[config.mk]
export PLATFORM = sky130hd
export DESIGN_NAME = eqa_sqrt_cell
export DESIGN_NICKNAME = d
export VERILOG_FILES = /design/src/eqa_pkg.sv /design/src/eqa_sqrt_cell.sv
export SDC_FILE = /design/constraint.sdc
export NUM_CORES = 1
export LEC_CHECK = 0
export ABC_AREA = 1
export ABC_CLOCK_PERIOD_IN_PS = 2900
export BUFFER_PORTS_ARGS = -buffer_cell sky130_fd_sc_hd__buf_2
export CAP_MARGIN = 20
export CORE_MARGIN = 2
export CORE_UTILIZATION = 40
export CTS_BUF_LIST = sky130_fd_sc_hd__clkbuf_4 sky130_fd_sc_hd__clkbuf_8
export CTS_CLUSTER_DIAMETER = 200
export DETAILED_ROUTE_END_ITERATION = 10
export PLACE_DENSITY = 0.67
export SYNTH_ARGS = -nofsm -noshare
export SYNTH_HDL_FRONTEND = slang
export SYNTH_SLANG_ARGS = --single-unit
[constraint.sdc]
create_clock -name clk -period 2.9 [get_ports clk]
set_input_delay 0.145 -clock clk [delete_from_list [all_inputs] [get_ports clk]]
set_output_delay 0.145 -clock clk [all_outputs]
set_load 0.1 [all_outputs]
[src/eqa_pkg.sv]
`default_nettype none
package eqa_pkg;

  // CORDIC sizing
  localparam int CORDIC_STEPS = 24;
  localparam int STEP_W = 5;
  localparam int CW = 52;
  localparam int ZW = 34;

  // root term and divider sizing
  localparam int HW = 35;
  localparam int SW = 38;
  localparam int DW = 38;
  localparam int QW = 64;
  localparam int RW = 32;
  localparam int SRW = 34;

  localparam logic signed [ZW-1:0] PI_Q29 = 34'sd1686629713;
  localparam logic signed [ZW-1:0] HALF_PI_Q29 = 34'sd843314857;
  localparam logic signed [ZW-1:0] TWO_PI_Q29 = 34'sd3373259426;
  localparam logic [31:0] INV_GAIN_Q32 = 32'h9B74EDA8;

  typedef struct packed {
    logic signed [CW-1:0] x;
    logic signed [CW-1:0] y;
    logic signed [ZW-1:0] z;
  } cst_t;

  typedef struct packed {
    logic [SW-1:0] dvs;
    logic [DW-1:0] rem;
    logic [QW-1:0] q;
  } dst_t;

  typedef struct packed {
    logic [QW-1:0] n;
    logic [SRW-1:0] rem;
    logic [RW-1:0] root;
  } sst_t;

  // sideband through the CORDIC row
  typedef struct packed {
    logic signed [31:0] cx;
    logic signed [31:0] cy;
    logic signed [33:0] ab;
    logic zero;
    logic [32:0] hdir;
    logic signed [ZW-1:0] zdir;
  } side_c_t;

  // sideband through gain and sum stages
  typedef struct packed {
    logic signed [31:0] cx;
    logic signed [31:0] cy;
    logic signed [33:0] ab;
    logic zero;
    logic [32:0] hdir;
    logic signed [ZW-1:0] theta;
  } side_g_t;

  // sideband through divider and root rows
  typedef struct packed {
    logic signed [31:0] cx;
    logic signed [31:0] cy;
    logic signed [ZW-1:0] theta;
    logic bad;
  } side_d_t;

  // arctangent of 2^-i in Q3.29, rounded
  function automatic logic signed [ZW-1:0] atan_q29(input logic [STEP_W-1:0] i);
    logic signed [ZW-1:0] r;
    case (i)
      5'd0: r = 34'sd421657428;
      5'd1: r = 34'sd248918915;
      5'd2: r = 34'sd131521918;
      5'd3: r = 34'sd66762579;
      5'd4: r = 34'sd33510843;
      5'd5: r = 34'sd16771758;
      5'd6: r = 34'sd8387925;
      5'd7: r = 34'sd4194219;
      5'd8: r = 34'sd2097141;
      5'd9: r = 34'sd1048575;
      5'd10: r = 34'sd524288;
      5'd11: r = 34'sd262144;
      5'd12: r = 34'sd131072;
      5'd13: r = 34'sd65536;
      5'd14: r = 34'sd32768;
      5'd15: r = 34'sd16384;
      5'd16: r = 34'sd8192;
      5'd17: r = 34'sd4096;
      5'd18: r = 34'sd2048;
      5'd19: r = 34'sd1024;
      5'd20: r = 34'sd512;
      5'd21: r = 34'sd256;
      5'd22: r = 34'sd128;
      5'd23: r = 34'sd64;
      5'd24: r = 34'sd32;
      5'd25: r = 34'sd16;
      5'd26: r = 34'sd8;
      5'd27: r = 34'sd4;
      5'd28: r = 34'sd2;
      5'd29: r = 34'sd1;
      default: r = '0;
    endcase
    return r;
  endfunction

endpackage
`default_nettype wire

[src/eqa_sqrt_cell.sv]
`default_nettype none
module eqa_sqrt_cell (
  input  wire logic clk,
  input  wire logic en,
  input  wire eqa_pkg::sst_t din,
  output eqa_pkg::sst_t dout
);
  import eqa_pkg::*;

  logic [SRW+1:0] t;
  logic [SRW+1:0] trial;
  sst_t nxt;

  // one root digit from the top two radicand bits
  always_comb begin
    t = {din.rem, din.n[QW-1:QW-2]};
    trial = {2'b00, din.root, 2'b01};
    nxt.n = {din.n[QW-3:0], 2'b00};
    if (t >= trial) begin
      nxt.rem = SRW'(t - trial);
      nxt.root = {din.root[RW-2:0], 1'b1};
    end else begin
      nxt.rem = SRW'(t);
      nxt.root = {din.root[RW-2:0], 1'b0};
    end
  end

  always_ff @(posedge clk) begin
    if (en) begin
      dout <= nxt;
    end
  end
endmodule
`default_nettype wire

### Word level (Yosys, flattened, before mapping)

Index checks and enable logic that the tools add are counted.

| storage, ports and cells | value |
|---|---|
| flip-flop bits (word level) | 128 |
| latch bits | 0 |
| RAM bits | 0 |
| bits in read-only memories | 0 |
| bits of input ports | 132 |
| word-level logic and storage cells | 6 |
| memories kept | 0 |

| cells by class | value |
|---|---|
| $add $sub $neg | 1 |
| multiply operators | 0 |
| div/mod/pow operators | 0 |
| order comparisons | 1 |
| eq/ne operators | 0 |
| shift operators | 0 |
| muxes and demuxes | 1 |
| bitwise logic cells | 0 |
| reduce and logical (&&, ||, !) cells | 0 |

Operator list:

| operator | number |
|---|---|
| 66-bit two-way mux | 1 |
| 36-bit by 34-bit >= comparator with 1-bit output | 1 |
| 34-bit subtractor | 1 |

### Longest topological paths before layout

| depth | value |
|---|---|
| word-level depth | 2 |
| mapped depth | 16 |
| depth with buffers taken out | 15 |

### Worst setup path before layout

No wires, ideal clock.

| path | value |
|---|---|
| path type | input to register |
| start point | input port din[13] (netlist bit) |
| end point | register dout[57] (netlist bit) (data pin) |
| arrival | 1.544 ns |
| required time | 2.647 ns |
| setup slack | 1.103 ns |
| stages | 15 |
| cells stage by stage | inv_1 -> ha_1 -> nand2_1 -> inv_1 -> nand2_1 -> nand2_1 -> nand2_1 -> nand2_1 -> a21oi_1 -> nand2_1 -> nand2_1 -> nand2_4 -> buf_4 -> nand3_1 -> nand2_1 |

RTL lines:

| item | line | text |
|---|---|---|
| from (decl) | eqa_sqrt_cell.sv:5 | `input wire eqa_pkg::sst_t din,` |
| to (signal assigned) | eqa_sqrt_cell.sv:30 | `dout <= nxt;` |
| to (decl) | eqa_sqrt_cell.sv:6 | `output eqa_pkg::sst_t dout` |

==> results.yml <==
run_status:
  run_status: "finished, final reports clean"
drt:
  first_iter_violations: 328
  wl_per_cell_um: 14.91
  viasPerCell: 4.475
  drt-total-wl_um: 21040
  antenna_left: 0
  drtPass1Iterations: 5
  num_vias: 6314
  drc: 0
logic_synthesis:
  synthCells: 775
  syn-cell-area_um2: 6898
  synth-seq-cells: 128
  netlist.area_leader.share_pct: 55.72
  async_flop_share_pct: 0
  synth_common_cells: "288 x nand2_1, 139 x inv_1, 128 x edfxtp_1"
  syn_area_per_cell_um2: 8.900
  synth_flop_cell: "edfxtp_1"
  ys_types: 25
  synth-edff-count: 128
  yosys-top-cells-area: "edfxtp_1 56%, nand2_1 16%, inv_1 7.6%"
  synthMostInstantiatedCell: "nand2_1"
  synth_warnings: 0
  yosysSeqAreaShare_pct: 55.72
  yosysTopAreaCell: "edfxtp_1"
layout:
  multiInputGateArea_um2: 2459
  largest_register: "dout"
  antenna_cells: 0
  fillCellCount: 1533
  reg_top3: "dout (128)"
  final_layout_size_suffix_gt1_share_pct: 26.14
  finalNonFillerCells: 1411
  largest_register_ffs: 128
  layout.nets: 1339
  seqCellArea_um2: 3844
  syn_to_final_growth_pct: 46.64
setup_path:
  arrival_ns: 2.68
  crit_type: "in -> reg"
  start_kind: "primary input"
  cp.required_ns: 3.10
  worstPathMaxFanout: 33
  endpoint_kind: "flop"
hold_path:
  hp-class: "in -> reg"
grt:
  grt_pass1_vias: 6233
  grt.overflow.total: 0
  grt_pass1_wl_um: 31770
  grt_max_degree: 69
  gr-usage-all-layers_pct: 22.83
  grt_antenna_before_repair: 0
timing:
  finalSetupViolCount: 0
  fmax_mhz: 403.4
  final_hold_viol_count: 0
  worst_slew_pin_slew_ns: 0.6645
  finalCriticalPeriod_ns: 2.479
  fin_tns_setup_ns: 0
  relSlewSlack_pct: 55.70
  fin_ws_ns: 0.4209
  period_share_pct: 85.49
  drv_slew: 0
  rsz0062_at_grt: "no"
die:
  die_w_um: 135.3
  die_area_um2: 18310
  io_pins: 262
  die_y_um: 135.3
  start_util_pct: 40.44
  rows: 48
  core_area_um2: 17060
clock_tree:
  cts-buffers-inserted: 17
  cts_root_buf: "clkbuf_8"
  cts_tree: "yes"
  htree_levels: 4
  cts_setup_buffers: 0
  clockBufferDepth: 2
  cts.clk_slew.worst_paths_ns: 0.08
  cts_sinks: 128
place:
  port_buffers: 259
  gp_congestion: 0.9047
  place_inst: 1256
  preCtsSetupSlack_ns: 0.5377
  dp_hpwl_um: 15130
pwr:
  peakVddDrop_mv: 0.3415
  p_per_area_nw_per_um2: 631.8
  leakagePower_uw: 0.005077
  total_power_uw: 6390
flow_run:
  drv_cap: 0
-- cell usage in the layout (no fill, tap or decap), types with 13 or more instances in the layout --
master,instances
nand2_1,288
buf_2,258
inv_1,139
edfxtp_1,128
dlygate4sd3_1,123
nor2_1,49
nand3_1,38
ha_1,34
a21oi_1,25
clkbuf_8,17
xor2_1,15
o21ai_0,13
-- final timing paths --
path	from	to	slack (ns)	cells past startpoint
worst max-delay path	din[16]	dout[61]	0.42	15
worst min-delay path	din[48]	dout[50]	0.03	3
-- layout make-up --
type,instances,share of cell area (%)
flip-flops and latches,128,38.00
clock inverters,14,1.831
well taps,225,2.783
multi-input cells,500,24.31
clock buffers,18,2.387
inverters,140,5.220
repair buffers,386,25.47
-- logic make-up (layout without fill, tap and decap cells) --
| group | Yosys count | count (layout) | synth area share (%) |
|---|---|---|---|
| AO/OA/AOI/OAI | 42 | 42 | 3.211 |
| XOR/XNOR | 18 | 18 | 2.286 |
| adder cells (fa/ha/maj) | 34 | 34 | 6.167 |
| buffers and inverters | 148 | 558 | 8.689 |
| flip-flops | 128 | 128 | 55.72 |
| other | 1 | 2 | 0.05436 |
| AND/OR/NAND/NOR | 404 | 404 | 23.87 |
-- critical path, cell delays in order --
cell           delay (ns)
dlygate4sd3_1        0.55
buf_2                0.14
inv_1                0.05
ha_1                 0.34
nand2_1              0.12
nor2_2               0.17
nand2_1              0.12
nor2_2               0.12
nand2_1              0.08
a21oi_2              0.12
nor2_1               0.07
nand2_4              0.24
inv_4                0.21
nand2_1              0.11
nand2_1              0.06
-- through the flow --
stage                     hold slack (ns)  instance area [um2]  utilization (%)
after floorplan                    0.2439                 6902                -
after global placement             0.3217                 8457            49.58
after detailed placement           0.3233                 8457            49.58
after CTS                       0.0008860                10110            59.30
after global routing              0.02581                10110            59.30
final                             0.02542                10110            59.30
-- repair_timing --
| item | CTS | global route |
|---|---|---|
| hold endpoints to repair | 123 | 0 |
| gates resized for setup | 0 | 0 |
| hold buffers | 123 | 0 |
-- report_power, final --
group / switching (uW) / internal (uW)
logic: 1910 / 503
clock network: 798 / 876
registers: 49.4 / 2260
-- routing by layer --
layer | GRT usage (%) | up-vias | wire [um]
met4 | 6.597 | 0 | 329
met2 | 40.41 | 221 | 10330
li1 | - | 3261 | -
met1 | 27.89 | 2810 | 9016
met3 | 5.238 | 22 | 1362
met5 | 0 | - | 0
Note: power is estimated with default switching activity, not from simulation.
