==> src/eqa_pkg.sv <==
`default_nettype none
package eqa_pkg;

  // CORDIC sizing
  localparam int CORDIC_STEPS = 24;
  localparam int STEP_W = 5;
  localparam int CW = 52;
  localparam int ZW = 34;

  // root term and divider sizing
  localparam int HW = 35;
  localparam int SW = 38;
  localparam int DW = 38;
  localparam int QW = 64;
  localparam int RW = 32;
  localparam int SRW = 34;

  localparam logic signed [ZW-1:0] PI_Q29 = 34'sd1686629713;
  localparam logic signed [ZW-1:0] HALF_PI_Q29 = 34'sd843314857;
  localparam logic signed [ZW-1:0] TWO_PI_Q29 = 34'sd3373259426;
  localparam logic [31:0] INV_GAIN_Q32 = 32'h9B74EDA8;

  typedef struct packed {
    logic signed [CW-1:0] x;
    logic signed [CW-1:0] y;
    logic signed [ZW-1:0] z;
  } cst_t;

  typedef struct packed {
    logic [SW-1:0] dvs;
    logic [DW-1:0] rem;
    logic [QW-1:0] q;
  } dst_t;

  typedef struct packed {
    logic [QW-1:0] n;
    logic [SRW-1:0] rem;
    logic [RW-1:0] root;
  } sst_t;

  // sideband through the CORDIC row
  typedef struct packed {
    logic signed [31:0] cx;
    logic signed [31:0] cy;
    logic signed [33:0] ab;
    logic zero;
    logic [32:0] hdir;
    logic signed [ZW-1:0] zdir;
  } side_c_t;

  // sideband through gain and sum stages
  typedef struct packed {
    logic signed [31:0] cx;
    logic signed [31:0] cy;
    logic signed [33:0] ab;
    logic zero;
    logic [32:0] hdir;
    logic signed [ZW-1:0] theta;
  } side_g_t;

  // sideband through divider and root rows
  typedef struct packed {
    logic signed [31:0] cx;
    logic signed [31:0] cy;
    logic signed [ZW-1:0] theta;
    logic bad;
  } side_d_t;

  // arctangent of 2^-i in Q3.29, rounded
  function automatic logic signed [ZW-1:0] atan_q29(input logic [STEP_W-1:0] i);
    logic signed [ZW-1:0] r;
    case (i)
      5'd0: r = 34'sd421657428;
      5'd1: r = 34'sd248918915;
      5'd2: r = 34'sd131521918;
      5'd3: r = 34'sd66762579;
      5'd4: r = 34'sd33510843;
      5'd5: r = 34'sd16771758;
      5'd6: r = 34'sd8387925;
      5'd7: r = 34'sd4194219;
      5'd8: r = 34'sd2097141;
      5'd9: r = 34'sd1048575;
      5'd10: r = 34'sd524288;
      5'd11: r = 34'sd262144;
      5'd12: r = 34'sd131072;
      5'd13: r = 34'sd65536;
      5'd14: r = 34'sd32768;
      5'd15: r = 34'sd16384;
      5'd16: r = 34'sd8192;
      5'd17: r = 34'sd4096;
      5'd18: r = 34'sd2048;
      5'd19: r = 34'sd1024;
      5'd20: r = 34'sd512;
      5'd21: r = 34'sd256;
      5'd22: r = 34'sd128;
      5'd23: r = 34'sd64;
      5'd24: r = 34'sd32;
      5'd25: r = 34'sd16;
      5'd26: r = 34'sd8;
      5'd27: r = 34'sd4;
      5'd28: r = 34'sd2;
      5'd29: r = 34'sd1;
      default: r = '0;
    endcase
    return r;
  endfunction

endpackage
`default_nettype wire

==> src/eqa_cordic_cell.sv <==
`default_nettype none
module eqa_cordic_cell (
  input  wire logic clk,
  input  wire logic en,
  input  wire logic [eqa_pkg::STEP_W-1:0] step,
  input  wire eqa_pkg::cst_t din,
  output eqa_pkg::cst_t dout
);
  import eqa_pkg::*;

  logic signed [CW-1:0] dx;
  logic signed [CW-1:0] dy;
  cst_t nxt;

  // one vectoring micro-rotation, floor shifts
  always_comb begin
    dx = din.y >>> step;
    dy = din.x >>> step;
    if (!din.y[CW-1]) begin
      nxt.x = din.x + dx;
      nxt.y = din.y - dy;
      nxt.z = din.z + atan_q29(step);
    end else begin
      nxt.x = din.x - dx;
      nxt.y = din.y + dy;
      nxt.z = din.z - atan_q29(step);
    end
  end

  always_ff @(posedge clk) begin
    if (en) begin
      dout <= nxt;
    end
  end
endmodule
`default_nettype wire

==> config.mk <==
export PLATFORM = sky130hd
export DESIGN_NAME = eqa_cordic_cell
export DESIGN_NICKNAME = d
export VERILOG_FILES = /design/src/eqa_pkg.sv /design/src/eqa_cordic_cell.sv
export SDC_FILE = /design/constraint.sdc
export NUM_CORES = 1
export LEC_CHECK = 0
export BUFFER_PORTS_ARGS = -buffer_cell sky130_fd_sc_hd__buf_2
export CORE_ASPECT_RATIO = 0.9
export CORE_UTILIZATION = 40
export CTS_BUF_LIST = sky130_fd_sc_hd__clkbuf_8
export DETAILED_ROUTE_END_ITERATION = 7
export SETUP_SLACK_MARGIN = 0.15
export SYNTH_ARGS = -nofsm -noshare
export SYNTH_HDL_FRONTEND = slang
export SYNTH_SLANG_ARGS = --single-unit
==> constraint.sdc <==
create_clock -name clk -period 7.6 [get_ports clk]
set_input_delay 1.52 -clock clk [delete_from_list [all_inputs] [get_ports clk]]
set_output_delay 1.52 -clock clk [all_outputs]
set_load 0.03 [all_outputs]
## Word level (Yosys, flattened, before mapping)

Memory sizes are Yosys's and may differ from the RTL's.
Cells that the tools add are included.
Widths: inputs -> output; s select.

- Bits in registers: 138
- ROM bits: 1,856
- Bits of input ports: 145
- Output and inout port bits: 138
- Logic and storage cells: 16
- Memories: 2

Memories:

| memory | words | bits a word | read ports | clocked after Yosys merged registers in | wr ports | RTL line | text |
|---|---|---|---|---|---|---|---|
| (name not given) | 32 | 29 | 1 | 0 | 0 | eqa_pkg.sv:72 | `case (i)` |
| (name not given) | 32 | 29 | 1 | 0 | 0 | eqa_pkg.sv:72 |  |

- Add/subtract/negate cells: 6
- Shifts and indexed selects: 2
- Muxes and demuxes: 3

Operators by type and width:

| kind | number |
|---|---|
| $mux 138 | 1 |
| $add 52x52->52 | 2 |
| $sshr 52x5->52 | 2 |
| $sub 52x52->52 | 2 |
| $mux 34 | 2 |
| $add 34x34->34 | 1 |
| $sub 34x34->34 | 1 |

## Logic depth before layout (Yosys ltp)

An unclocked memory read counts as a cell.

- Word-level depth: 4
- Mapped depth: 33

## Worst setup path before layout

Ideal clock, no wire load.

- Kind: input to register
- Start point: input step[1] (netlist bit)
- End point: register dout[33] (netlist bit), data pin
- Library setup time: 0.259 ns
- Arrival: 7.424 ns
- Data required time: 7.341 ns
- Slack: -0.084 ns
- Stages on the path: 31
- Cell sequence: buf_2 > buf_2 > inv_2 > buf_6 > buf_2 > buf_1 > buf_1 > ha_1 > clkbuf_1 > mux2_2 > a22oi_1 > o22ai_1 > nor4_1 > nand4bb_1 > nor3b_1 > and4_1 > clkbuf_1 > a31oi_1 > xnor2_1 > ha_1 > o21ai_0 > nand2b_1 > nand3_1 > a21oi_1 > a211oi_1 > nand2b_1 > a31oi_1 > o31ai_1 > o21bai_1 > a21oi_1 > xnor2_1

RTL lines:

| what | RTL line | text |
|---|---|---|
| start, declared | eqa_cordic_cell.sv:5 | `input wire logic [eqa_pkg::STEP_W-1:0] step,` |
| end signal, assigned | eqa_cordic_cell.sv:32 | `dout <= nxt;` |
| end, declared | eqa_cordic_cell.sv:7 | `output eqa_pkg::cst_t dout` |

==> flow_metrics.env <==
export IMPL_finalPower_mw=5.89
export IMPL_max_freq_mhz=136
export IMPL_critPathSlowestCell="or4_4"
export IMPL_multi_input_area_sq_um=18200
export IMPL_vias=25700
export IMPL_grt_overflow_total=0
export IMPL_cp_top_family="compound AO/OA/AOI/OAI gates"
export IMPL_ys_flop_type="edfxtp_1"
export IMPL_grt_pass1_vias=24900
export IMPL_drive_gt1_share_pct=39.1
export IMPL_synth_edff_count=138
export IMPL_yosysSeqAreaShare_pct=17.8
export IMPL_synth_area_leaders="edfxtp_1, mux4_2, ha_1, xnor2_1, mux2i_1"
export IMPL_worst_ep_required_time_ns=7.94
export IMPL_antenna_found_initial=5
export IMPL_worst_pin_slew_ns=0.948
export IMPL_chipHeight_microns=231
export IMPL_place_congestion=1.01
export IMPL_hold_path_class="in -> reg"
export IMPL_leakagePower_nw=13.7
export IMPL_p_per_area_nw_per_um2=188
export IMPL_track_usage_pct=34.9
export IMPL_syn_inst=2586
export IMPL_grt_max_degree=72
export IMPL_yosysWarningCount=0
export IMPL_fillers=5326
export IMPL_synth_nets=2880
export IMPL_maxSlewHeadroom_pct=35.0
export IMPL_crit_type="in -> reg"
export IMPL_die_width_microns=256
export IMPL_fin_util_pct=54.7
export IMPL_drc=0
export IMPL_area_growth_pct=34.5
export IMPL_vias_per_cell=6.06
export IMPL_rsz0062_at_grt="yes"
export IMPL_largest_register_ffs=138
export IMPL_async_reset_ff_share_pct=0
export IMPL_setup_ws_ns=0.262
export IMPL_finalHoldViolCount=0
export IMPL_ys_types=101
export IMPL_ys_top_cells_by_count="nor2_1, a21oi_1, nand2_1, mux4_2, xnor2_1"
export IMPL_fp_row_count=83
export IMPL_syn_avg_cell_area_sq_um=8.99
export IMPL_vdd_drop_max_v=0.000145
export IMPL_start_util_pct=40.6
export IMPL_worst_path_most_repeated_cell="buf_4"
export IMPL_arrival_ns=7.68
export IMPL_clockRootBuffer="clkbuf_8"
export IMPL_crit_fanout=23
export IMPL_place_detailed_hpwl_microns=85800
export IMPL_pre_cts_ws_ns=-0.598
export IMPL_worst_setup_path_start_kind="input port"
export IMPL_pin_count=283
export IMPL_post_drt_wl_per_cell_microns=24.7
export IMPL_cts_max_path_buffers=2
export IMPL_htree_levels=4
export IMPL_cts_sinks=138
export IMPL_tns_ns=0
export IMPL_grt_pass1_wl_microns=156000
export IMPL_status="finished, final reports clean"
export IMPL_first_pass_iters=6
export IMPL_yosysTopAreaCell="edfxtp_1"
export IMPL_setup_viol=0
export IMPL_drtIter0Drc=2886
export IMPL_end_kind="register"
export IMPL_cts_buffers_inserted=17
export IMPL_cts_tree="done"
export IMPL_drt_wl_total_microns=105000
export IMPL_cpPeakStageDelay_ns=0.65
export IMPL_dieArea_sq_um=59100
export IMPL_min_period_over_period_pct=96.6
export IMPL_synth_top_cell_area_share_pct=17.8
export IMPL_path_buf_inv=5
export IMPL_drv_slew=0
export IMPL_largest_register="dout"
export IMPL_cts_reportedPaths_clkPinSlew_ns=0.10
export IMPL_period_needed_ns=7.34
export IMPL_largest_registers="dout: 138 flops"
export IMPL_core_sq_um=57200
export IMPL_antenna_left=0
export IMPL_holdBufCountCts=0
export IMPL_nets=3757
export IMPL_ys_ff_latch=138
export IMPL_final_seq_area_sq_um=4140
export IMPL_max_cap_violations=0
export IMPL_synth_most_common_cell="nor2_1"
export IMPL_io_buffers=282
export IMPL_syn_cell_area_sq_um=23300
==> cells in the final DEF, fill, tap and decap left out, drive strengths merged, types with 74 or more instances in the layout <==
master,instances
xor2,83
mux4,163
a21oi,216
nand2,179
buf,1017
nor2,248
mux2i,111
xnor2,150
ha,146
o21ai,128
inv,74
edfxtp,138
==> power by group <==
part | total, mW | switching [mW] | leakage [nW] | internal (mW)
logic | 4.01 | 2.28 | 12.2 | 1.73
registers | 1.20 | 0.0504 | 1.35 | 1.15
clock network | 0.681 | 0.383 | 0.205 | 0.298
==> final cells by class <==
| type | instances | share of cell area, % |
|---|---|---|
| Clock inverter | 15 | 0.532 |
| Sequential cell | 138 | 13.3 |
| Inverter | 70 | 0.852 |
| Tap cell | 765 | 3.06 |
| Timing Repair Buffer | 1017 | 23.3 |
| Clock buffer | 17 | 0.748 |
| Multi-Input combinational cell | 2219 | 58.3 |
| Antenna cell | 3 | 0.0240 |
==> metrics by stage <==
step / cell area (sq um) / std cells / hold slack, ns
after detailed placement: 30600 / 4208 / 1.88
after global routing: 31300 / 4243 / 1.25
final: 31300 / 4244 / 1.27
after floorplan: 23300 / 2586 / 1.63
after global placement: 30600 / 4207 / 1.86
after CTS: 31100 / 4240 / 1.23
==> per-layer routing <==
layer | vias to the layer above | global-route usage [%] | wire [microns]
met5 | - | 0 | 23
met4 | 4 | 9.56 | 2500
met3 | 155 | 7.50 | 9530
met2 | 1204 | 54.3 | 46800
met1 | 12600 | 48.7 | 46200
li1 | 11700 | - | -
==> final timing paths <==
| check | start | to | slack [ns] | cells after the start |
|---|---|---|---|---|
| hold / removal | din[34] | dout[34] | 1.27 | 2 |
| setup / recovery | step[0] | dout[136] | 0.26 | 25 |
==> kinds of logic (layout without fill, tap and decap cells) <==
kind of cell	after synthesis	after routing	synth area share [%]
AO/OA/AOI/OAI	723	723	20.1
flip-flops	138	138	17.8
multiplexers	343	343	24.0
other	0	3	0
adder cells (fa/ha/maj)	149	149	8.11
XOR/XNOR	233	233	8.78
AND/OR/NAND/NOR	771	771	16.3
buffers and inverters	229	1119	4.88
==> what timing repair did <==
action                                 in CTS  in global routing
buffers inserted                            0                  1
pin swaps                                   0                  5
endpoints found under the hold margin       0                  0
resized for setup                           6                 39
setup endpoints to repair                   4                 37
Power figures use the tool's default switching activity.
