## config.mk

```make
export PLATFORM = sky130hd
export DESIGN_NAME = eqa_div_cell
export DESIGN_NICKNAME = d
export VERILOG_FILES = /design/src/eqa_pkg.sv /design/src/eqa_div_cell.sv
export SDC_FILE = /design/constraint.sdc
export NUM_CORES = 1
export LEC_CHECK = 0
export BUFFER_PORTS_ARGS = -buffer_cell sky130_fd_sc_hd__buf_2
export CAP_MARGIN = 20
export CORE_MARGIN = 3
export CORE_UTILIZATION = 40
export CTS_CLUSTER_DIAMETER = 60
export DETAILED_ROUTE_END_ITERATION = 10
export GPL_ROUTABILITY_DRIVEN = 0
export PLACE_DENSITY_LB_ADDON = 0.05
export SLEW_MARGIN = 20
export SYNTH_ARGS = -nofsm -noshare
export SYNTH_HDL_FRONTEND = slang
export SYNTH_SLANG_ARGS = --single-unit
```

## constraint.sdc

```tcl
create_clock -name clk -period 8.7 [get_ports clk]
set_clock_uncertainty 0.05 [all_clocks]
set_input_delay 1.74 -clock clk [delete_from_list [all_inputs] [get_ports clk]]
set_output_delay 1.74 -clock clk [all_outputs]
set_load 0.01 [all_outputs]
```

## src/eqa_pkg.sv

```systemverilog
`default_nettype none
package eqa_pkg;

  // CORDIC sizing
  localparam int CORDIC_STEPS = 24;
  localparam int STEP_W = 5;
  localparam int CW = 52;
  localparam int ZW = 34;

  // root term and divider sizing
  localparam int HW = 35;
  localparam int SW = 38;
  localparam int DW = 38;
  localparam int QW = 64;
  localparam int RW = 32;
  localparam int SRW = 34;

  localparam logic signed [ZW-1:0] PI_Q29 = 34'sd1686629713;
  localparam logic signed [ZW-1:0] HALF_PI_Q29 = 34'sd843314857;
  localparam logic signed [ZW-1:0] TWO_PI_Q29 = 34'sd3373259426;
  localparam logic [31:0] INV_GAIN_Q32 = 32'h9B74EDA8;

  typedef struct packed {
    logic signed [CW-1:0] x;
    logic signed [CW-1:0] y;
    logic signed [ZW-1:0] z;
  } cst_t;

  typedef struct packed {
    logic [SW-1:0] dvs;
    logic [DW-1:0] rem;
    logic [QW-1:0] q;
  } dst_t;

  typedef struct packed {
    logic [QW-1:0] n;
    logic [SRW-1:0] rem;
    logic [RW-1:0] root;
  } sst_t;

  // sideband through the CORDIC row
  typedef struct packed {
    logic signed [31:0] cx;
    logic signed [31:0] cy;
    logic signed [33:0] ab;
    logic zero;
    logic [32:0] hdir;
    logic signed [ZW-1:0] zdir;
  } side_c_t;

  // sideband through gain and sum stages
  typedef struct packed {
    logic signed [31:0] cx;
    logic signed [31:0] cy;
    logic signed [33:0] ab;
    logic zero;
    logic [32:0] hdir;
    logic signed [ZW-1:0] theta;
  } side_g_t;

  // sideband through divider and root rows
  typedef struct packed {
    logic signed [31:0] cx;
    logic signed [31:0] cy;
    logic signed [ZW-1:0] theta;
    logic bad;
  } side_d_t;

  // arctangent of 2^-i in Q3.29, rounded
  function automatic logic signed [ZW-1:0] atan_q29(input logic [STEP_W-1:0] i);
    logic signed [ZW-1:0] r;
    case (i)
      5'd0: r = 34'sd421657428;
      5'd1: r = 34'sd248918915;
      5'd2: r = 34'sd131521918;
      5'd3: r = 34'sd66762579;
      5'd4: r = 34'sd33510843;
      5'd5: r = 34'sd16771758;
      5'd6: r = 34'sd8387925;
      5'd7: r = 34'sd4194219;
      5'd8: r = 34'sd2097141;
      5'd9: r = 34'sd1048575;
      5'd10: r = 34'sd524288;
      5'd11: r = 34'sd262144;
      5'd12: r = 34'sd131072;
      5'd13: r = 34'sd65536;
      5'd14: r = 34'sd32768;
      5'd15: r = 34'sd16384;
      5'd16: r = 34'sd8192;
      5'd17: r = 34'sd4096;
      5'd18: r = 34'sd2048;
      5'd19: r = 34'sd1024;
      5'd20: r = 34'sd512;
      5'd21: r = 34'sd256;
      5'd22: r = 34'sd128;
      5'd23: r = 34'sd64;
      5'd24: r = 34'sd32;
      5'd25: r = 34'sd16;
      5'd26: r = 34'sd8;
      5'd27: r = 34'sd4;
      5'd28: r = 34'sd2;
      5'd29: r = 34'sd1;
      default: r = '0;
    endcase
    return r;
  endfunction

endpackage
`default_nettype wire

```

## src/eqa_div_cell.sv

```systemverilog
`default_nettype none
module eqa_div_cell (
  input  wire logic clk,
  input  wire logic en,
  input  wire logic nbit,
  input  wire eqa_pkg::dst_t din,
  output eqa_pkg::dst_t dout
);
  import eqa_pkg::*;

  logic [DW:0] t;
  logic [DW:0] d;
  dst_t nxt;

  // one restoring quotient bit
  always_comb begin
    t = {din.rem, nbit};
    d = {{(DW + 1 - SW){1'b0}}, din.dvs};
    nxt.dvs = din.dvs;
    if (t >= d) begin
      nxt.rem = DW'(t - d);
      nxt.q = {din.q[QW-2:0], 1'b1};
    end else begin
      nxt.rem = DW'(t);
      nxt.q = {din.q[QW-2:0], 1'b0};
    end
  end

  always_ff @(posedge clk) begin
    if (en) begin
      dout <= nxt;
    end
  end
endmodule
`default_nettype wire

```

---- Word level (Yosys, flattened, before mapping) ----
Cells that the tools add are included.
storage, ports and cells
  flip-flop bits (word level) ............. 140
  output and inout port bits .............. 140
operators by class
  add/sub/neg operators ................... 1
  magnitude comparators ................... 1
  mux-type cells .......................... 1
operators with widths
  cell                                                            number
  102-bit two-way mux                                             1
  39-bit by 38-bit greater-or-equal comparator with 1-bit output  1
  38-bit subtractor                                               1

---- Logic depth before layout (Yosys ltp) ----
Gate-level depths: netlist of run 1.
  word-level depth ........................ 2
  gate-level depth with buffers ........... 14

---- Least setup slack after synthesis of run 1 ----
OpenSTA, ideal clock, no wires.
  path type ............................... input to register
  from .................................... input port din[119] (netlist bit)
  to ...................................... register dout[94] (netlist bit), data pin
  library setup time ...................... 0.255 ns
  data arrival time ....................... 4.019 ns
  required time ........................... 8.395 ns
  setup slack ............................. 4.376 ns
  stages on the path ...................... 12
  buffers on the path ..................... 2
  path through ............................ inv_1 ha_1 buf_2 nand3_2 or4_1 or4_1 nand3_2 o21bai_2 nand2_2 buf_6 and2_0 a31o_1
RTL lines
  what                  RTL line            RTL
  from (decl)           eqa_div_cell.sv:6   input wire eqa_pkg::dst_t din,
  to (signal assigned)  eqa_div_cell.sv:31  dout <= nxt;
  to (decl)             eqa_div_cell.sv:7   output eqa_pkg::dst_t dout

==> flow_metrics.tcl, run 1 <==
set metrics [dict create \
    timing.critical_path.required_ps 8800 \
    synth-edff-count 140 \
    starting_density_of_the_core 0.416 \
    ys_types 58 \
    finalInstanceArea_um2 9140 \
    timing.slew.headroom 0.373 \
    wl_per_cell_um 17.7 \
    m1WireLength_mm 7.95 \
    finalWorstPathRequiredPeriod_ps 5350 \
    port_buffers 281 \
    placementRows 47 \
    rsz0062_at_grt "no" \
    largest_register_ffs 140 \
    fillerInstances 1530 \
    die_width_um 138 \
    clock_pin_slew_worst_setup_and_hold_paths_ps 60 \
    end_point_of_the_critical_path "dout[101]" \
    crit_path_end_kind "register" \
    finish.cell_count_without_fillers 1086 \
    cts-resized-gates 0 \
    critical_path_arrival_ps 5450 \
    place_area_um2 8590 \
    leakagePower_nw 4.00 \
    setup_tns_ps 0 \
    dr_wl_met3_mm 1.57 \
    antenna_found_initial 3 \
    fmax_mhz 187 \
    final_min_period_over_clock_period 0.615 \
    grt_pass1_vias 5402 \
    boundaryPins 283 \
    global_route_wire_length_before_repair_mm 30.1 \
    biggestRegsByFlops "dout (140)" \
    placed_cells_incl_taps 1054 \
    number_of_register_bits_inferred_by_synthesis 140 \
    overall_routed_net_length_mm 19.2 \
    worst-setup-path-type "in -> reg" \
    irDropWorstVdd_v 0.000139 \
    detail_route.drc_violations 0 \
    final_util 0.541 \
    post_cts.repair.setup_buffers 0 \
    global_route.overflow_total 0 \
    antenna_diode_instance_count 0 \
    synth-async-reset-ratio 0 \
    pwr_density_cell_nw_per_um2 209 \
    finalSetupViolCount 0 \
    tightest_slew_ps 941 \
    hold_viol 0 \
    worstSetupStartpointType "primary input" \
    status "completed" \
    synth_top_flop_cell "sky130_fd_sc_hd__edfxtp_1" \
    worst_setup_sp "din[125]" \
    drt_first_iter_violations 295 \
    area.growth.synth_to_final_pct 30.2 \
    cts_root_buf "sky130_fd_sc_hd__clkbuf_16" \
    place_worst_setup_slack_ps 2880 \
    final.setup.worst_slack_ps 3350 \
    tritoncts "done" \
    final_nets 1035 \
    vias_per_std_cell 4.98 \
    avgSynthCellArea_um2 12.4 \
    grtUsageTotal 0.198 \
    route.top_layer_used "met5" \
    drt-pass1-iter-count 5 \
    maxSlewViolCount 0 \
    cts.sink_count 140 \
    ant_nets 0 \
    cts_inserted_buffers 17 \
    core-area_um2 16900 \
    sequential_fraction_of_the_synthesis_area 0.599 \
    largest_register "dout" \
    syn-num-nets 750 \
    final.hold.worst_slack_ps 1450 \
    post_route_cells_drive_above_1_share 0.421 \
    die_area_um2 19200 \
    cts_buffer_depth 2 \
    vias 5407 \
    synth_cells 568 \
    hold_buffers 0 \
    met2RoutedLength_mm 9.38 \
    yosysWarningCount 0 \
    placed_wire_length_estimate_after_detailed_placement_mm 15.0 \
    finalPower_mw 1.91 \
    fp.dieH_um 138 \
    cap_viol_max_count 0 \
    syn_area_um2 7020 \
    cts_htree_levels 4 \
    critical_path_peak_fanout 30 \
    pin_count_of_the_biggest_net_entering_global_routing 74 \
    holdCritPathClass "in -> reg" \
]
==> cells in the mapped netlist, drive strengths merged (2+ instances only) <==
master / n / share of area
a21o: 11 / 0.012
o311ai: 2 / 0.0025
o22ai: 2 / 0.0018
o21a: 6 / 0.0064
a211oi: 5 / 0.0053
a31oi: 4 / 0.0036
buf: 10 / 0.016
nor2b: 3 / 0.0027
or3: 3 / 0.0027
inv: 53 / 0.028
o31ai: 5 / 0.0053
clkbuf: 7 / 0.0037
edfxtp: 140 / 0.60
and2: 7 / 0.0062
nor3: 7 / 0.0057
xnor2: 20 / 0.025
xor2: 9 / 0.011
nor2: 34 / 0.025
o211ai: 2 / 0.0021
and3: 4 / 0.0036
a21oi: 60 / 0.052
nand4: 11 / 0.0098
and4: 4 / 0.0050
nand3: 8 / 0.0078
a31o: 4 / 0.0050
o21bai: 8 / 0.0091
or4: 3 / 0.0032
or2: 4 / 0.0036
nand2: 45 / 0.024
nand2b: 5 / 0.0045
o21ai: 31 / 0.022
ha: 38 / 0.068
==> area by class of cell <==
type                       count  area [um^2]  area share
tap                          220          275      0.0301
multi-input combinational    358         2480       0.271
clock buffer                  18          429      0.0470
sequential                   140         4200       0.460
timing repair buffer         283         1430       0.156
inverter                      53          199      0.0218
clock inverter                14          121      0.0133
==> how the worst min path moves through the flow <==
stage	start	to	slack, ps	cells after the start
global placement	din[27]	dout[28]	1870	1
global route	din[25]	dout[26]	1420	1
CTS	din[18]	dout[19]	1430	1
finish	din[27]	dout[28]	1450	1
floorplan	din[102]	dout[102]	1790	0
detailed placement	din[3]	dout[4]	1870	1
==> per-layer routing <==
| metal | vias to the layer above | GRT usage |
|---|---|---|
| met2 | 217 | 0.331 |
| met4 | 6 | 0.0536 |
| li1 | 2666 | - |
| met3 | 21 | 0.0563 |
| met5 | - | 0 |
| met1 | 2497 | 0.253 |
==> worst max-delay path, cell delays in order <==
cell	delay [ps]
sky130_fd_sc_hd__buf_2	110
sky130_fd_sc_hd__inv_1	50
sky130_fd_sc_hd__ha_1	410
sky130_fd_sc_hd__nand4_1	180
sky130_fd_sc_hd__or4_1	530
sky130_fd_sc_hd__or4_1	530
sky130_fd_sc_hd__nand3_2	160
sky130_fd_sc_hd__o21bai_2	140
sky130_fd_sc_hd__nand2_2	390
sky130_fd_sc_hd__inv_2	620
sky130_fd_sc_hd__buf_4	460
sky130_fd_sc_hd__a21oi_1	130
==> cells by family after synthesis <==
family	share of synthesized area
compound gates	0.139
xor+xnor	0.0362
fa+ha+maj	0.0706
buf+inv	0.0476
flops	0.599
mux	0.00143
simple gates	0.106
==> cells in the final DEF, fill, tap and decap left out, types with 4 or more instances in the layout <==
cell type / synthesis / layout
sky130_fd_sc_hd__buf_2: 4 / 280
sky130_fd_sc_hd__edfxtp_1: 140 / 140
sky130_fd_sc_hd__inv_1: 52 / 52
sky130_fd_sc_hd__nand2_1: 44 / 44
sky130_fd_sc_hd__a21oi_1: 42 / 42
sky130_fd_sc_hd__ha_1: 38 / 38
sky130_fd_sc_hd__o21ai_0: 21 / 21
sky130_fd_sc_hd__xnor2_1: 20 / 20
sky130_fd_sc_hd__nor2_2: 18 / 18
sky130_fd_sc_hd__a21oi_2: 18 / 18
sky130_fd_sc_hd__clkbuf_16: 0 / 17
sky130_fd_sc_hd__nor2_1: 16 / 16
sky130_fd_sc_hd__nand4_1: 11 / 11
sky130_fd_sc_hd__a21o_1: 11 / 11
sky130_fd_sc_hd__o21ai_1: 10 / 10
sky130_fd_sc_hd__xor2_1: 9 / 9
sky130_fd_sc_hd__o21bai_1: 7 / 7
sky130_fd_sc_hd__inv_6: 0 / 7
sky130_fd_sc_hd__nor3_1: 6 / 6
sky130_fd_sc_hd__o21a_1: 6 / 6
sky130_fd_sc_hd__a211oi_1: 5 / 5
sky130_fd_sc_hd__nand3_1: 5 / 5
sky130_fd_sc_hd__o31ai_1: 5 / 5
sky130_fd_sc_hd__nand2b_1: 5 / 5
sky130_fd_sc_hd__clkinvlp_4: 0 / 5
sky130_fd_sc_hd__and4_1: 4 / 4
sky130_fd_sc_hd__and3_1: 4 / 4
sky130_fd_sc_hd__and2_1: 4 / 4
sky130_fd_sc_hd__a31oi_1: 4 / 4
sky130_fd_sc_hd__or2_2: 4 / 4
==> where the power goes <==
group / internal, mW / switching [mW] / total [mW]
Combinational: 0.157 / 0.228 / 0.385
Clock: 0.374 / 0.308 / 0.682
Sequential: 0.827 / 0.0155 / 0.843
Total: 1.36 / 0.551 / 1.91
No activity file was read; power rests on OpenSTA's default activity.
==> run 2, diff against run 1 <==
==> constraint.sdc (replaced) <==
create_clock -name clk -period 5.4 [get_ports clk]
set_clock_uncertainty 0.05 [all_clocks]
set_input_delay 1.08 -clock clk [delete_from_list [all_inputs] [get_ports clk]]
set_output_delay 1.08 -clock clk [all_outputs]
set_load 0.01 [all_outputs]
==> flow_metrics.tcl, run 2 (synthesized netlist as in run 1, its figures left out) <==
set metrics [dict create \
    post_cts.repair.setup_buffers 0 \
    critical_path_peak_fanout 20 \
    cts_buffer_depth 2 \
    starting_density_of_the_core 0.416 \
    area.growth.synth_to_final_pct 30.8 \
    finalPower_mw 3.13 \
    maxSlewViolCount 0 \
    final_min_period_over_clock_period 0.743 \
    most_frequent_standard_cell_in_the_layout_excluding_fill_and_tap_cells "sky130_fd_sc_hd__buf_2" \
    cts_htree_levels 4 \
    wl_per_cell_um 17.8 \
    drt_first_iter_violations 364 \
    global_route.overflow_total 0 \
    cap_viol_max_count 0 \
    post_route_cells_drive_above_1_share 0.423 \
    detail_route.drc_violations 0 \
    place_worst_setup_slack_ps 978 \
    worst-setup-path-type "in -> reg" \
    die_width_um 138 \
    vias 5399 \
    irDropWorstVdd_v 0.000227 \
    min_path_cells 1 \
    setup_tns_ps 0 \
    finalSetupViolCount 0 \
    port_buffers 281 \
    antenna_found_initial 4 \
    worstSetupStartpointType "primary input" \
    hold_start "din[57]" \
    power.net_switching_mw 0.888 \
    hold_viol 0 \
    clock_pin_slew_worst_setup_and_hold_paths_ps 60 \
    biggestRegsByFlops "dout (140)" \
    ff_latch_area_um2 4200 \
    pwr_density_cell_nw_per_um2 341 \
    cell_internal_pwr_mw 2.24 \
    status "completed" \
    holdCritPathClass "in -> reg" \
    tritoncts "done" \
    timing.slew.headroom 0.362 \
    comb_power_share 0.200 \
    placementRows 47 \
    vias_per_std_cell 4.95 \
    grtUsageTotal 0.200 \
    hold_buffers 0 \
    largest_register_ffs 140 \
    grt_pass1_vias 5399 \
    fp.dieH_um 138 \
    timing.critical_path.required_ps 5510 \
    clkPwrFrac 0.366 \
    crit_path_end_kind "register" \
    leakagePower_nw 4.03 \
    seq_power_share 0.434 \
    placed_wire_length_estimate_after_detailed_placement_mm 15.1 \
    rsz0062_at_grt "no" \
    boundaryPins 283 \
    overall_routed_net_length_mm 19.4 \
    pin_count_of_the_biggest_net_entering_global_routing 103 \
    tightest_slew_ps 956 \
    most-common-layout-cells "280 x sky130_fd_sc_hd__buf_2, 140 x sky130_fd_sc_hd__edfxtp_1, 52 x sky130_fd_sc_hd__inv_1" \
    final.setup.worst_slack_ps 1390 \
    core-area_um2 16900 \
    global_route_wire_length_before_repair_mm 30.5 \
    multiInputGateArea_um2 2480 \
    ant_nets 0 \
    final_nets 1037 \
    finalWorstPathRequiredPeriod_ps 4010 \
    drt-pass1-iter-count 4 \
    cts_inserted_buffers 17 \
    fmax_mhz 249 \
    swShare 0.284 \
    largest_register "dout" \
    hold_path_end "dout[58]" \
    cts_root_buf "sky130_fd_sc_hd__clkbuf_16" \
    cts.sink_count 140 \
    fillerInstances 1546 \
    critical_path_arrival_ps 4120 \
    cts-resized-gates 0 \
    die_area_um2 19200 \
]
## run 2: worst max path at each step
stage / startpoint / end / slack, ps / depth (start not counted)
2_1_floorplan: din[119] / dout[94] / 1740 / 12
3_3_place_gp: din[124] / dout[96] / 990 / 13
3_5_place_dp: din[125] / dout[72] / 980 / 12
4_1_cts: din[125] / dout[101] / 1400 / 12
5_1_grt: din[124] / dout[101] / 1140 / 12
6_report: din[125] / dout[101] / 1390 / 12
## run 2: worst max-delay path, stage by stage
cell,delay [ps]
sky130_fd_sc_hd__buf_2,100
sky130_fd_sc_hd__inv_1,40
sky130_fd_sc_hd__ha_1,410
sky130_fd_sc_hd__nand4_1,190
sky130_fd_sc_hd__or4_1,530
sky130_fd_sc_hd__or4_1,530
sky130_fd_sc_hd__nand3_2,150
sky130_fd_sc_hd__o21bai_2,140
sky130_fd_sc_hd__nand2_2,70
sky130_fd_sc_hd__inv_2,380
sky130_fd_sc_hd__buf_4,370
sky130_fd_sc_hd__a21oi_1,110
## run 2: cell type report
| class | instances | share of cell area |
|---|---|---|
| clock buffer | 17 | 0.0463 |
| timing repair buffer | 285 | 0.157 |
| sequential | 140 | 0.458 |
| tap | 220 | 0.0300 |
| inverter | 53 | 0.0217 |
| multi-input combinational | 358 | 0.270 |
| clock inverter | 14 | 0.0161 |
| antenna | 3 | 0.000818 |
## run 2: power by group through the flow
stage	Combinational, mW	Sequential, mW	Clock, mW
2_1_floorplan	0.312	1.45	0
3_3_place_gp	0.621	1.38	0
3_5_place_dp	0.630	1.38	0
4_1_cts	0.632	1.36	1.18
5_1_grt	0.687	1.37	1.23
6_report	0.624	1.36	1.14
## run 2: per-layer routing
metal | wire length [um] | GRT usage
met1 | 8200 | 0.251
met2 | 9450 | 0.337
met3 | 1450 | 0.0552
met4 | 286 | 0.0655
met5 | 13 | 0
## run 2: stage by stage
step | util | cells | hold WS [ps] | instance area [um^2]
after floorplan | - | 568 | 1130 | 7020
after global placement | 0.510 | 1056 | 1210 | 8600
after detailed placement | 0.510 | 1056 | 1210 | 8600
after CTS | 0.544 | 1087 | 766 | 9170
after global routing | 0.544 | 1090 | 761 | 9180
final | 0.544 | 1090 | 786 | 9180
